**src/hw/rtl/n2w_pkg.sv**
```systemverilog
// Shared types, word codes and helper functions for the number-to-words block.
// Used by the front converter, the queue, the word sequencer and the top level.
// No dependencies.
`default_nettype none

package n2w_pkg;

  // Input value and the binary-to-BCD conversion.
  localparam int VALUE_W       = 31;
  localparam int BIN_W         = 32;  // value padded to a whole number of steps
  localparam int NUM_DIGITS    = 10;  // 2147483647 has ten decimal digits
  localparam int BCD_W         = 4 * NUM_DIGITS;
  localparam int DD_W          = BCD_W + BIN_W;
  localparam int STEPS_PER_CYC = 4;
  localparam int CONV_CYCLES   = BIN_W / STEPS_PER_CYC;
  localparam int CNT_W         = $clog2(CONV_CYCLES);
  localparam int NUM_GROUPS    = 4;
  localparam int GI_W          = 2;

  // Stream widths.
  localparam int IN_TDATA_W  = 32;
  localparam int OUT_TDATA_W = 8;
  localparam int WORD_W      = 5;

  typedef logic [3:0]                 digit_t;
  typedef logic [NUM_DIGITS-1:0][3:0] bcd_t;
  typedef logic [DD_W-1:0]            dd_t;
  typedef logic [WORD_W-1:0]          word_t;
  typedef logic [GI_W-1:0]            gidx_t;
  typedef logic [NUM_GROUPS-1:0]      gmask_t;

  typedef struct packed {
    digit_t h;
    digit_t t;
    digit_t u;
  } grp_t;

  // Word codes.
  localparam word_t CODE_ZERO     = 5'd0;
  localparam word_t CODE_TEN      = 5'd10;
  localparam word_t CODE_TENS0    = 5'd18;
  localparam word_t CODE_HUNDRED  = 5'd28;
  localparam word_t CODE_THOUSAND = 5'd29;

  // Word slots of one group, emitted lowest slot first.
  localparam int NUM_SLOTS  = 6;
  localparam int SLOT_HUND  = 0;
  localparam int SLOT_HWORD = 1;
  localparam int SLOT_TENS  = 2;
  localparam int SLOT_UNIT  = 3;
  localparam int SLOT_SCALE = 4;
  localparam int SLOT_ZERO  = 5;

  typedef logic [NUM_SLOTS-1:0] smask_t;

  // One shift-add-3 step of the binary-to-BCD conversion.
  function automatic dd_t dd_step(dd_t x);
    dd_t y;
    y = x;
    for (int i = 0; i < NUM_DIGITS; i++) begin
      if (y[BIN_W + 4*i +: 4] >= 4'd5) begin
        y[BIN_W + 4*i +: 4] = y[BIN_W + 4*i +: 4] + 4'd3;
      end
    end
    return y << 1;
  endfunction

  // Nonzero flag of each three-digit group.
  function automatic gmask_t grp_nz(bcd_t d);
    gmask_t nz;
    nz[0] = |{d[2], d[1], d[0]};
    nz[1] = |{d[5], d[4], d[3]};
    nz[2] = |{d[8], d[7], d[6]};
    nz[3] = |d[9];
    return nz;
  endfunction

  // Digits of one group; the top group holds only a units digit.
  function automatic grp_t grp_sel(bcd_t d, gidx_t gi);
    grp_t g;
    case (gi)
      2'd0:    g = '{h: d[2], t: d[1], u: d[0]};
      2'd1:    g = '{h: d[5], t: d[4], u: d[3]};
      2'd2:    g = '{h: d[8], t: d[7], u: d[6]};
      default: g = '{h: 4'd0, t: 4'd0, u: d[9]};
    endcase
    return g;
  endfunction

  // Slots that carry a word for a nonzero group.
  function automatic smask_t grp_mask(grp_t g, gidx_t gi);
    smask_t m;
    m             = '0;
    m[SLOT_HUND]  = (g.h != 4'd0);
    m[SLOT_HWORD] = (g.h != 4'd0);
    m[SLOT_TENS]  = (g.t != 4'd0);
    m[SLOT_UNIT]  = (g.t != 4'd1) && (g.u != 4'd0);
    m[SLOT_SCALE] = (gi != 2'd0);
    return m;
  endfunction

  // Highest nonzero group strictly below gi.
  function automatic gidx_t grp_next(gmask_t nz, gidx_t gi);
    gmask_t below;
    gidx_t  n;
    below = nz & ((gmask_t'(1) << gi) - gmask_t'(1));
    n     = '0;
    for (int i = 0; i < NUM_GROUPS; i++) begin
      if (below[i]) begin
        n = gidx_t'(i);
      end
    end
    return n;
  endfunction

endpackage

`default_nettype wire

```
**src/hw/rtl/n2w_front.sv**
```systemverilog
// Front end: accepts a value and converts it to ten BCD digits, four bits a cycle.
// Depends on n2w_pkg.
`default_nettype none

module n2w_front
  import n2w_pkg::*;
(
  input  wire logic                  clk,
  input  wire logic                  rst_n,
  input  wire logic                  in_tvalid,
  output logic                       in_tready,
  input  wire logic [IN_TDATA_W-1:0] in_tdata,
  output logic                       push_valid,
  input  wire logic                  push_ready,
  output bcd_t                       push_data
);

  localparam logic [1:0] ST_IDLE = 2'd0;
  localparam logic [1:0] ST_CONV = 2'd1;
  localparam logic [1:0] ST_PUSH = 2'd2;

  logic [1:0]       state_r, state_nxt;
  logic [CNT_W-1:0] cnt_r, cnt_nxt;
  dd_t              dd_r, dd_nxt;
  dd_t              dd_step4;

  always_comb begin
    dd_step4 = dd_r;
    for (int k = 0; k < STEPS_PER_CYC; k++) begin
      dd_step4 = dd_step(dd_step4);
    end
  end

  assign in_tready  = (state_r == ST_IDLE);
  assign push_valid = (state_r == ST_PUSH);
  assign push_data  = bcd_t'(dd_r[DD_W-1:BIN_W]);

  always_comb begin
    state_nxt = state_r;
    cnt_nxt   = cnt_r;
    dd_nxt    = dd_r;
    case (state_r)
      ST_IDLE: begin
        if (in_tvalid) begin
          dd_nxt    = {{BCD_W{1'b0}}, 1'b0, in_tdata[VALUE_W-1:0]};
          cnt_nxt   = '0;
          state_nxt = ST_CONV;
        end
      end
      ST_CONV: begin
        dd_nxt  = dd_step4;
        cnt_nxt = cnt_r + CNT_W'(1);
        if (cnt_r == CNT_W'(CONV_CYCLES - 1)) begin
          state_nxt = ST_PUSH;
        end
      end
      ST_PUSH: begin
        if (push_ready) begin
          state_nxt = ST_IDLE;
        end
      end
      default: state_nxt = ST_IDLE;
    endcase
  end

  always_ff @(posedge clk) begin
    if (!rst_n) begin
      state_r <= ST_IDLE;
      cnt_r   <= '0;
    end else begin
      state_r <= state_nxt;
      cnt_r   <= cnt_nxt;
    end
    dd_r <= dd_nxt;
  end

endmodule

`default_nettype wire

```
**src/hw/rtl/n2w_fifo.sv**
```systemverilog
// Two-entry queue of converted digit sets between the front end and the sequencer.
// Depends on n2w_pkg.
`default_nettype none

module n2w_fifo
  import n2w_pkg::*;
(
  input  wire logic clk,
  input  wire logic rst_n,
  input  wire logic push_valid,
  output logic      push_ready,
  input  wire bcd_t push_data,
  output logic      pop_valid,
  input  wire logic pop_ready,
  output bcd_t      pop_data
);

  bcd_t       ent_r [2];
  logic       wr_ptr_r, wr_ptr_nxt;
  logic       rd_ptr_r, rd_ptr_nxt;
  logic [1:0] cnt_r, cnt_nxt;
  logic       do_push, do_pop;

  assign push_ready = (cnt_r != 2'd2);
  assign pop_valid  = (cnt_r != 2'd0);
  assign pop_data   = ent_r[rd_ptr_r];
  assign do_push    = push_valid && push_ready;
  assign do_pop     = pop_valid && pop_ready;

  always_comb begin
    wr_ptr_nxt = wr_ptr_r ^ do_push;
    rd_ptr_nxt = rd_ptr_r ^ do_pop;
    cnt_nxt    = cnt_r + {1'b0, do_push} - {1'b0, do_pop};
  end

  always_ff @(posedge clk) begin
    if (!rst_n) begin
      wr_ptr_r <= 1'b0;
      rd_ptr_r <= 1'b0;
      cnt_r    <= 2'd0;
    end else begin
      wr_ptr_r <= wr_ptr_nxt;
      rd_ptr_r <= rd_ptr_nxt;
      cnt_r    <= cnt_nxt;
    end
    if (do_push) begin
      ent_r[wr_ptr_r] <= push_data;
    end
  end

endmodule

`default_nettype wire

```
**src/hw/rtl/n2w_back.sv**
```systemverilog
// Back end: walks the digit groups of one number and emits one word code a cycle while the output is not stalled.
// Depends on n2w_pkg.
`default_nettype none

module n2w_back
  import n2w_pkg::*;
(
  input  wire logic                   clk,
  input  wire logic                   rst_n,
  input  wire logic                   pop_valid,
  output logic                        pop_ready,
  input  wire bcd_t                   pop_data,
  output logic                        out_tvalid,
  input  wire logic                   out_tready,
  output logic [OUT_TDATA_W-1:0]      out_tdata,
  output logic                        out_tlast
);

  logic   busy_r, busy_nxt;
  bcd_t   dig_r, dig_nxt;
  gidx_t  gi_r, gi_nxt;
  smask_t mask_r, mask_nxt;
  logic   ov_r, ov_nxt;
  word_t  code_r, code_nxt;
  logic   last_r, last_nxt;

  gmask_t ld_nz, cur_nz;
  gidx_t  ld_gi, nx_gi;
  grp_t   cur_g;
  smask_t pick, rest;
  logic   lower_nz, emit;
  word_t  word;

  assign pop_ready  = !busy_r;
  assign out_tvalid = ov_r;
  assign out_tdata  = {{(OUT_TDATA_W - WORD_W){1'b0}}, code_r};
  assign out_tlast  = last_r;

  // Top nonzero group of an incoming number.
  always_comb begin
    ld_nz = grp_nz(pop_data);
    ld_gi = '0;
    for (int i = 0; i < NUM_GROUPS; i++) begin
      if (ld_nz[i]) begin
        ld_gi = gidx_t'(i);
      end
    end
  end

  // Current group, its word, and what follows it.
  always_comb begin
    cur_nz   = grp_nz(dig_r);
    cur_g    = grp_sel(dig_r, gi_r);
    lower_nz = |(cur_nz & ((gmask_t'(1) << gi_r) - gmask_t'(1)));
    nx_gi    = grp_next(cur_nz, gi_r);
    pick     = '0;
    for (int s = NUM_SLOTS - 1; s >= 0; s--) begin
      if (mask_r[s]) begin
        pick = smask_t'(1) << s;
      end
    end
    rest = mask_r & ~pick;
    word = CODE_ZERO;
    case (1'b1)
      pick[SLOT_HUND]:  word = {1'b0, cur_g.h};
      pick[SLOT_HWORD]: word = CODE_HUNDRED;
      pick[SLOT_TENS]: begin
        if (cur_g.t == 4'd1) begin
          word = CODE_TEN + {1'b0, cur_g.u};
        end else begin
          word = CODE_TENS0 + {1'b0, cur_g.t};
        end
      end
      pick[SLOT_UNIT]:  word = {1'b0, cur_g.u};
      pick[SLOT_SCALE]: word = (CODE_THOUSAND - 5'd1) + {3'b0, gi_r};
      default:          word = CODE_ZERO;
    endcase
  end

  assign emit = busy_r && (!ov_r || out_tready);

  always_comb begin
    busy_nxt = busy_r;
    dig_nxt  = dig_r;
    gi_nxt   = gi_r;
    mask_nxt = mask_r;
    ov_nxt   = ov_r && !out_tready;
    code_nxt = code_r;
    last_nxt = last_r;
    if (!busy_r) begin
      if (pop_valid) begin
        busy_nxt = 1'b1;
        dig_nxt  = pop_data;
        gi_nxt   = ld_gi;
        if (ld_nz == '0) begin
          mask_nxt = smask_t'(1) << SLOT_ZERO;
        end else begin
          mask_nxt = grp_mask(grp_sel(pop_data, ld_gi), ld_gi);
        end
      end
    end else if (emit) begin
      ov_nxt   = 1'b1;
      code_nxt = word;
      last_nxt = (rest == '0) && !lower_nz;
      if (rest != '0) begin
        mask_nxt = rest;
      end else if (lower_nz) begin
        gi_nxt   = nx_gi;
        mask_nxt = grp_mask(grp_sel(dig_r, nx_gi), nx_gi);
      end else begin
        busy_nxt = 1'b0;
      end
    end
  end

  always_ff @(posedge clk) begin
    if (!rst_n) begin
      busy_r <= 1'b0;
      ov_r   <= 1'b0;
    end else begin
      busy_r <= busy_nxt;
      ov_r   <= ov_nxt;
    end
    dig_r  <= dig_nxt;
    gi_r   <= gi_nxt;
    mask_r <= mask_nxt;
    code_r <= code_nxt;
    last_r <= last_nxt;
  end

endmodule

`default_nettype wire

```
**src/hw/rtl/number_to_word_tokens.sv**
```systemverilog
// Top level of the number-to-words block: front converter, queue and word sequencer.
// Depends on n2w_pkg, n2w_front, n2w_fifo and n2w_back.
`default_nettype none

// Spells a non-negative integer (0 .. 2147483647) as a run of English word codes,
// most significant three-digit group first, with out_tlast on the final word.
// Each item on the input stream yields 1 to 16 result items. The front end turns
// the value into ten BCD digits with a shift-add-3 converter, four bits a cycle,
// through an accept, a conversion and a hand-off state, and takes no new value
// until the previous one is handed off. A two-entry queue holds converted numbers
// so the front keeps working while the back end is busy. The back end emits one
// word per cycle while out_tready allows, through a registered output stage, and
// loads each number before its first word, only once the previous number's last
// word is registered. Zero yields the single word Zero.

module number_to_word_tokens
  import n2w_pkg::*;
(
  input  wire logic                   clk,
  input  wire logic                   rst_n,
  input  wire logic                   in_tvalid,
  output logic                        in_tready,
  input  wire logic [IN_TDATA_W-1:0]  in_tdata,   // [30:0] value, [31] zero fill
  output logic                        out_tvalid,
  input  wire logic                   out_tready,
  output logic [OUT_TDATA_W-1:0]      out_tdata,  // [4:0] word_code, [7:5] zero
  output logic                        out_tlast   // last_word
);

  logic push_valid, push_ready;
  bcd_t push_data;
  logic pop_valid, pop_ready;
  bcd_t pop_data;

  // Convert the accepted value to decimal digits.
  n2w_front u_front (
    .clk        (clk),
    .rst_n      (rst_n),
    .in_tvalid  (in_tvalid),
    .in_tready  (in_tready),
    .in_tdata   (in_tdata),
    .push_valid (push_valid),
    .push_ready (push_ready),
    .push_data  (push_data)
  );

  // Hold converted numbers so either side can stall on its own.
  n2w_fifo u_fifo (
    .clk        (clk),
    .rst_n      (rst_n),
    .push_valid (push_valid),
    .push_ready (push_ready),
    .push_data  (push_data),
    .pop_valid  (pop_valid),
    .pop_ready  (pop_ready),
    .pop_data   (pop_data)
  );

  // Walk the groups and emit one word per cycle while the output sink is ready.
  n2w_back u_back (
    .clk        (clk),
    .rst_n      (rst_n),
    .pop_valid  (pop_valid),
    .pop_ready  (pop_ready),
    .pop_data   (pop_data),
    .out_tvalid (out_tvalid),
    .out_tready (out_tready),
    .out_tdata  (out_tdata),
    .out_tlast  (out_tlast)
  );

endmodule

`default_nettype wire

```
**config.mk**
```make
export PLATFORM = sky130hd
export DESIGN_NAME = number_to_word_tokens
export DESIGN_NICKNAME = d
export VERILOG_FILES = /design/src/hw/rtl/n2w_pkg.sv /design/src/hw/rtl/n2w_front.sv /design/src/hw/rtl/n2w_fifo.sv /design/src/hw/rtl/n2w_back.sv /design/src/hw/rtl/number_to_word_tokens.sv
export SDC_FILE = /design/constraint.sdc
export NUM_CORES = 1
export LEC_CHECK = 0
export BUFFER_PORTS_ARGS = -buffer_cell sky130_fd_sc_hd__clkbuf_2
export CORE_MARGIN = 8
export CORE_UTILIZATION = 35
export CTS_BUF_LIST = sky130_fd_sc_hd__clkbuf_4 sky130_fd_sc_hd__clkbuf_8 sky130_fd_sc_hd__clkbuf_16
export DETAILED_ROUTE_END_ITERATION = 6
export SLEW_MARGIN = 20
export SYNTH_ARGS = -nofsm -noshare
export SYNTH_HDL_FRONTEND = slang
export SYNTH_SLANG_ARGS = --single-unit
```
**constraint.sdc**
```tcl
create_clock -name clk -period 5.31 [get_ports clk]
set_clock_uncertainty 0.2 [all_clocks]
set_input_delay 0.7965 -clock clk [delete_from_list [all_inputs] [get_ports clk]]
set_output_delay 0.7965 -clock clk [all_outputs]
set_load 0.01 [all_outputs]
```
After elaboration in Yosys (flattened, before gate mapping) --
Memories as Yosys holds them, arrays and structs flattened. A register that Yosys moved wholly into a read port is not among the register bits. Index checks and enable logic that the tools add are counted.
Word-level totals: flip-flop bits (word level) 137, memory bits (writable) 80, output and inout bits 11, memories kept 1
Operators by class: add/sub/neg operators 47, magnitude comparators 40, equality and inequality tests 20, shift operators 1, multiplexer cells 97, bitwise gates (word level) 6, reduce and logical (&&, ||, !) cells 45
Memory list:
- u_fifo.ent_r | words 2, bits a word 40, read ports 1, clocked after memory_dff 1, write ports 1, line n2w_fifo.sv:18 | bcd_t ent_r [2];
Operator list (count):
- $ge 4x3->1 const B | 40
- $mux 4 | 37
- $add 4x2->4 const B | 36
- $pmux 72 s2 | 1
- $pmux 12 s3 | 3
- $mux 12 | 7
- $mux 6 | 12
- $mux 72 | 1
- $reduce_or 12->1 | 6
- $mux 5 | 5
- $mux 2 | 12
- $reduce_bool 4->1 | 6
- $mux 3 | 5
- $add 3x2->3 const B | 4
- $mux 1 | 12
- $ne 2x2->1 const B | 6
- $reduce_or 4->1 | 3
- $reduce_bool 2->1 | 5
- $eq 2x1->1 const B | 4
- $eq 2x2->1 const B | 4
- $logic_not 2->1 | 4
- $ne 4x1->1 const B | 2
- $logic_and 1x1->1 | 7
- $and 6x6->6 | 1
- 26 further kinds | 33

Logic depth before layout (Yosys ltp) --
Gate-level depths: netlist (run 1).
depth in word-level cells 18, depth in mapped cells 19, mapped depth without buffers 19

Cells and area by module --
A second synthesis (run 1) with hierarchy kept.
Unflattened totals: cell total of the unflattened synthesis 1268, area, all modules 13317.8 um^2
Modules (own cells, without submodules):
- n2w_front | instances 1, cells each 870, area each 7231.9 um^2, sequential area each 2262.2 um^2
- n2w_fifo | instances 1, cells each 153, area each 3136.8 um^2, sequential area each 2502.4 um^2
- n2w_back | instances 1, cells each 245, area each 2949.1 um^2, sequential area each 1661.6 um^2

Worst setup path after synthesis (run 1) --
Ideal clock, no wire load.
path type reg2reg, start register u_front.dd_r[48], end register u_front.dd_r[52], data pin, data arrival time 3.169 ns, data required time 4.849 ns, setup slack 1.681 ns, stages on the path, launching flop included 16, path through edfxtp_1 inv_1 ha_1 nand2b_1 a21oi_1 xnor2_1 ha_1 inv_1 a21o_1 a31o_2 ha_1 a311oi_1 a221oi_1 a21oi_1 a21oi_1 mux2i_1
Between the ends: cells in the longest elaborated chain, start to end 9, elaborated cells between the ends (all ways) 13
RTL lines:
- from (decl) | line n2w_front.sv:24 | dd_t dd_r, dd_nxt;
- from (signal assigned) | line n2w_front.sv:74 | dd_r <= dd_nxt;
- $add 4x2->4 / $ge 4x3->1 (equally long branches) | line n2w_pkg.sv:62, n2w_pkg.sv:61
- $mux 4 * | line n2w_pkg.sv:61 | if (y[BIN_W + 4*i +: 4] >= 4'd5) begin
- $add 4x2->4 / $ge 4x3->1 (equally long branches) | line n2w_pkg.sv:62, n2w_pkg.sv:61
- $mux 4 * | line n2w_pkg.sv:61
- $add 4x2->4 / $ge 4x3->1 (equally long branches) | line n2w_pkg.sv:62, n2w_pkg.sv:61
- $mux 4 * | line n2w_pkg.sv:61
- $add 4x2->4 / $ge 4x3->1 (equally long branches) | line n2w_pkg.sv:62, n2w_pkg.sv:61
- $mux 4 * | line n2w_pkg.sv:61
- $pmux 72 s2 * | line n2w_front.sv:42 | case (state_r)
Every way passes the cells marked *; elsewhere a longest branch is shown, timed or not. A chain may end at the register's enable or synchronous reset.

Worst setup path after layout (run 1) --
start register u_front.dd_r[64], end register u_front.dd_r[70], data pin
Between the ends: cells in the longest elaborated chain, start to end 9, elaborated cells between the ends (all ways) 19
RTL lines:
- $add 4x2->4 / $ge 4x3->1 (equally long branches) | line n2w_pkg.sv:62, n2w_pkg.sv:61
- $mux 4 * | line n2w_pkg.sv:61
- $add 4x2->4 (tied with other cells) | line n2w_pkg.sv:62 | y[BIN_W + 4*i +: 4] = y[BIN_W + 4*i +: 4] + 4'd3;
- $mux 4 / $mux 3 (equally long branches) | line n2w_pkg.sv:61
- $add 4x2->4 (tied with other cells) | line n2w_pkg.sv:62
- $mux 4 / $mux 3 (equally long branches) | line n2w_pkg.sv:61
- $ge 4x3->1 / $add 3x2->3 (equally long branches) | line n2w_pkg.sv:61, n2w_pkg.sv:62
- $mux 3 * | line n2w_pkg.sv:61
- $pmux 72 s2 * | line n2w_front.sv:42
Marks and branches as above.

==> results of run 1 <==
[layout by cell type, fill, tap and decap left out, types with 11 or more instances in the layout]
cell type	instances
a211oi_1	24
mux2_1	11
or3_1	12
inv_2	15
a21oi_1	121
nor3_1	34
a31oi_1	25
clkbuf_16	25
dfxtp_1	11
clkbuf_2	42
nor2_1	63
o211ai_1	12
and2_1	19
mux2_2	38
ha_1	46
nand2_1	145
edfxtp_1	206
o21ai_0	38
nor2b_1	20
nand2b_1	19
nand3_1	24
o21ai_1	34
inv_1	45
xnor2_1	23
nor3b_1	16
mux2i_1	32
[sequential cells by signal (all words and copies together), names as in the netlist, 2 cells and up, named ones only]
name and count:
u_fifo.ent_r 80, u_back.dig_r 40, u_back.code_r 5, u_back.mask_r 6
u_front.state_r 2, u_back.gi_r 2, u_front.cnt_r 3, u_fifo.cnt_r 2
u_front.dd_r 72
[layer usage]
metal	up-vias	wire length, um	track usage
met5	-	0	0
met4	0	407	0.0231
met3	31	1210	0.0189
met2	198	12200	0.194
met1	4649	13300	0.166
li1	4895	-	-
[through the flow]
stage | hold slack (ps) | util | instance area, um2 | setup WS (ps)
after floorplan | 239 | - | 13200 | 1680
final | 300 | 0.396 | 14800 | 1170
after CTS | 307 | 0.396 | 14800 | 1210
after detailed placement | 292 | 0.372 | 13900 | 1220
after global routing | 316 | 0.396 | 14800 | 825
after global placement | 287 | 0.372 | 13900 | 1300
[layout make-up]
cell class / count / share of cell area
Inverter: 61 / 0.0155
Tap cell: 511 / 0.0432
Timing Repair Buffer: 50 / 0.0183
Multi-Input combinational cell: 953 / 0.429
Clock buffer: 34 / 0.0502
Clock inverter: 11 / 0.00913
Sequential cell: 218 / 0.434
[worst paths after layout]
path / startpoint / endpoint / cells after the start
worst max-delay path: u_front.dd_r[64] / u_front.dd_r[70] / 19
worst min-delay path: u_front.dd_r[69] / u_fifo.ent_r[1][37] / 0
worst max register to register: u_front.dd_r[64] / u_front.dd_r[70] / 19
worst min register to register: u_front.dd_r[69] / u_fifo.ent_r[1][37] / 0
[worst max-delay path, delay by kind of cell (launching register included)]
family,cells,cell delay [ps]
buf+inv,3,300
flops,1,420
fa+ha+maj,4,810
compound gates,5,1270
simple gates,7,870
[logic make-up after synthesis]
logic type      Yosys count  share of synthesized area
other cells               1                   0.000284
compound gates          379                      0.185
xor+xnor                 29                     0.0192
buf+inv                 109                     0.0340
flops                   218                      0.487
mux                      89                     0.0774
fa+ha+maj                48                     0.0455
simple gates            405                      0.152
[cells in the mapped netlist, types with 6 or more instances]
library cell,count,area (um2)
or4_1,9,67.6
nand2_1,145,544
ha_1,48,601
and2_1,19,119
a31o_2,10,87.6
nor2_1,64,240
o21a_1,10,75.1
nand3_1,24,120
a21o_1,10,75.1
a21oi_1,121,606
nor3_1,34,170
xnor2_1,23,201
dfxtp_1,12,240
nand3b_1,6,45.0
mux2_1,11,124
o21ai_0,38,190
a211oi_1,24,180
a31oi_1,25,156
nor3b_1,16,120
clkbuf_1,36,135
nor2b_1,21,131
xor2_1,6,52.6
o31ai_1,7,52.6
or3_1,12,75.1
nand2b_1,20,125
o21ai_1,34,170
o211ai_1,12,90.1
a22oi_1,7,52.6
or2_2,6,37.5
o22ai_1,8,50.1
nor4_1,9,56.3
a221oi_1,7,61.3
inv_2,14,52.6
inv_1,46,173
edfxtp_1,206,6190
mux2_2,38,428
or2_1,8,50.1
mux2i_1,32,320
a21boi_1,6,45.0
==> results.json, run 1 <==
{
  "cp_slowest_cell": "a31oi_1",
  "core_area_um2": 37400,
  "grt_usage": 0.119,
  "drt_first_iter_violations": 613,
  "drc": 0,
  "vias_per_cell": 5.32,
  "finalCritPeriodShare": 0.779,
  "synth-async-reset-ratio": 0,
  "antenna_found_initial": 0,
  "die_w_um": 210,
  "nets": 1393,
  "drive_gt1_frac": 0.140,
  "yosysSeqAreaShare": 0.487,
  "crit_type": "reg2reg",
  "io_pins": 47,
  "cts_buffers": 25,
  "cp_common_cell": "ha_1",
  "cp_data_arrival_time_ps": 4200,
  "h-tree-depth": 1,
  "cts_root_buffer": "clkbuf_16",
  "slew_headroom": 0.319,
  "finalCriticalPeriod_ps": 4140,
  "die_h_um": 210,
  "instances_no_fill": 1838,
  "cts.sinks": 218,
  "clk_latency_ps": 510,
  "cp_max_fo": 6,
  "ys_ff_latch": 218,
  "first_pass_iters": 5,
  "cts_tree": "done",
  "post_cts_buffers": 0,
  "fill_cells": 3557,
  "place_congestion": 0.856,
  "end_kind": "register",
  "worst_setup_path_start_kind": "register",
  "port_buffers": 42,
  "synthCells": 1278,
  "antennaDiodeCount": 0,
  "dp_cells": 1793,
  "start_util": 0.353,
  "rsz0062_at_grt": "false",
  "ctsResizeCount": 0,
  "hpwl_um": 19300,
  "syn_area_um2": 13200,
  "first_global_vias": 9145,
  "wl_per_cell_um": 14.8,
  "area_delta_synth_final_pct": 12.1,
  "syn_area_per_cell_um2": 10.3,
  "cts_buffer_depth": 3,
  "grt_first_pass_wirelength_um": 45100,
  "hold_viol_final": 0,
  "ff2ff_setup_slack_ps": 1170,
  "ant_nets": 0,
  "worst_slew_pin_slew_ps": 1020,
  "slew_viol_final": 0,
  "ys_types": 78,
  "multi_input_area_um2": 6350,
  "fmax_mhz": 242,
  "clk_pin_slew_ps": 60,
  "grt_max_degree": 61,
  "cp_cell_sequence": "inv_1, ha_1, nand2b_1, nor3b_1, a21oi_1, inv_1, ha_1, o21ai_0, a31oi_1, inv_1, ha_1, nor2_1, nor2_1, o31ai_1, ha_1, nand2b_1, and3_1, nor2_1, o221a_1",
  "cap_viol_max_count": 0,
  "status": "completed",
  "synth_flop_cell": "edfxtp_1",
  "cp.required_ps": 5370,
  "hp-class": "reg2reg",
  "overflow": 0,
  "die_area_um2": 44200,
  "via_count": 9773,
  "row_count": 71,
  "slowest_delay_ps": 440,
  "seq_area_um2": 6430,
  "synth-edff-count": 206,
  "tns_ps": 0,
  "setup_viol": 0,
  "ctsHoldBuffers": 0,
  "wl_um": 27200,
  "ys_warn_count": 0
}
Power of run 1 is not shown: default switching activity piles up to over one toggle a cycle in this logic, so the estimate is an artifact.
==> run 2: changes to the inputs <==
clock period = 4.26 ns   (was 5.31 ns; I/O delays follow)
==> results.json, run 2 (same netlist as run 1, synthesis figures left out) <==
{
  "core_area_um2": 37400,
  "via_count": 9778,
  "layout_setup_ws_ps": 314,
  "cts_root_buffer": "clkbuf_16",
  "status": "completed",
  "port_buffers": 42,
  "cp_max_fo": 8,
  "io_pins": 47,
  "start_util": 0.353,
  "regMostFlops": "u_fifo.ent_r",
  "first_pass_iters": 5,
  "fmax_mhz": 253,
  "clk_pin_slew_ps": 50,
  "cts_tree": "done",
  "grt_usage": 0.120,
  "row_count": 71,
  "ctsHoldBuffers": 0,
  "reg2reg_from": "u_front.dd_r[48]",
  "crit_type": "reg2reg",
  "cp.required_ps": 4330,
  "cts_buffers": 26,
  "wl_um": 27300,
  "cts_buffer_depth": 3,
  "end_kind": "register",
  "mostFrequentLayoutCells": "206 x edfxtp_1, 145 x nand2_1, 118 x a21oi_1",
  "finalCriticalPeriod_ps": 3950,
  "nets": 1404,
  "finalCritPeriodShare": 0.926,
  "hp-start": "in_tdata[10]",
  "slew_viol_final": 0,
  "hpwl_um": 19400,
  "worst_setup_path_start_kind": "register",
  "setup_viol": 0,
  "grt_max_degree": 53,
  "antenna_found_initial": 0,
  "ant_nets": 0,
  "die_w_um": 210,
  "grt_first_pass_wirelength_um": 45300,
  "largest_reg_flops": 80,
  "cp_data_arrival_time_ps": 4010,
  "hold_viol_final": 0,
  "cts.sinks": 218,
  "antennaDiodeCount": 0,
  "worstSetupStartpoint": "u_front.dd_r[48]",
  "drc": 0,
  "layout_commonest_cell": "edfxtp_1",
  "slew_headroom": 0.329,
  "vias_per_cell": 5.29,
  "place_ws_ps": 89.7,
  "endpoint": "u_front.dd_r[52]",
  "first_global_vias": 9261,
  "h-tree-depth": 1,
  "rr_worst_depth": 15,
  "area_delta_synth_final_pct": 13.0,
  "overflow": 0,
  "top_regs": "u_fifo.ent_r: 80 flops, u_front.dd_r: 72 flops, u_back.dig_r: 40 flops",
  "clk_latency_ps": 530,
  "place_congestion": 0.831,
  "hp-class": "in2reg",
  "ff2ff_setup_slack_ps": 310,
  "cap_viol_max_count": 0,
  "drive_gt1_frac": 0.157,
  "fin_util": 0.399,
  "die_h_um": 210,
  "drt_first_iter_violations": 505,
  "wl_per_cell_um": 14.7,
  "min_path_cells": 3,
  "r2r-end": "u_front.dd_r[52]",
  "die_area_um2": 44200,
  "worst_slew_pin_slew_ps": 1010
}
[run 2: layout make-up]
| type | count | area, um2 |
|---|---|---|
| fill | 3596 | 22500 |
| multi-input combinational | 953 | 6440 |
| sequential | 218 | 6430 |
| clock buffer | 32 | 696 |
| tap | 511 | 639 |
| timing repair buffer | 60 | 358 |
| inverter | 61 | 229 |
| clock inverter | 15 | 134 |
[run 2: worst min path at each step]
stage,endpoint,slack [ps]
finish,u_front.dd_r[10],190
global route,u_front.dd_r[9],180
CTS,u_front.dd_r[9],160
detailed placement,u_fifo.ent_r[1][37],290
global placement,u_fifo.ent_r[0][39],290
floorplan,u_fifo.ent_r[0][6],240
[run 2: what timing repair did]
item                       CTS  global route
setup buffers                0             3
gates resized for setup      0            16
setup endpoints to repair    0            15
[run 2: critical path, cell delays in order (launching register included)]
cell and delay, ps:
edfxtp_1 450, inv_1 160, ha_1 210, nand2b_1 90
a21oi_1 370, xnor2_2 250, ha_1 250, inv_1 50
a21o_1 150, a31o_2 280, ha_1 220, a311oi_2 300
a221oi_1 160, a21oi_2 290, a21oi_1 130, mux2i_1 140
[run 2: routing by layer]
metal | up-vias | wire [um] | track usage
met1 | 4638 | 13200 | 0.164
met5 | - | 0 | 0
met3 | 38 | 1080 | 0.0183
met2 | 171 | 12400 | 0.198
met4 | 0 | 599 | 0.0313
li1 | 4931 | - | -
[run 2: metrics by stage]
| stage | cell area (um2) | instances | TNS [ps] | hold slack, ps |
|---|---|---|---|---|
| after floorplan | 13200 | 1280 | 0 | 239 |
| after global placement | 14000 | 1800 | 0 | 286 |
| after detailed placement | 14000 | 1800 | 0 | 292 |
| after CTS | 14800 | 1847 | 0 | 161 |
| after global routing | 14900 | 1850 | -0.413 | 178 |
| final | 14900 | 1850 | 0 | 186 |
Power of run 2 is left out for the same reason.
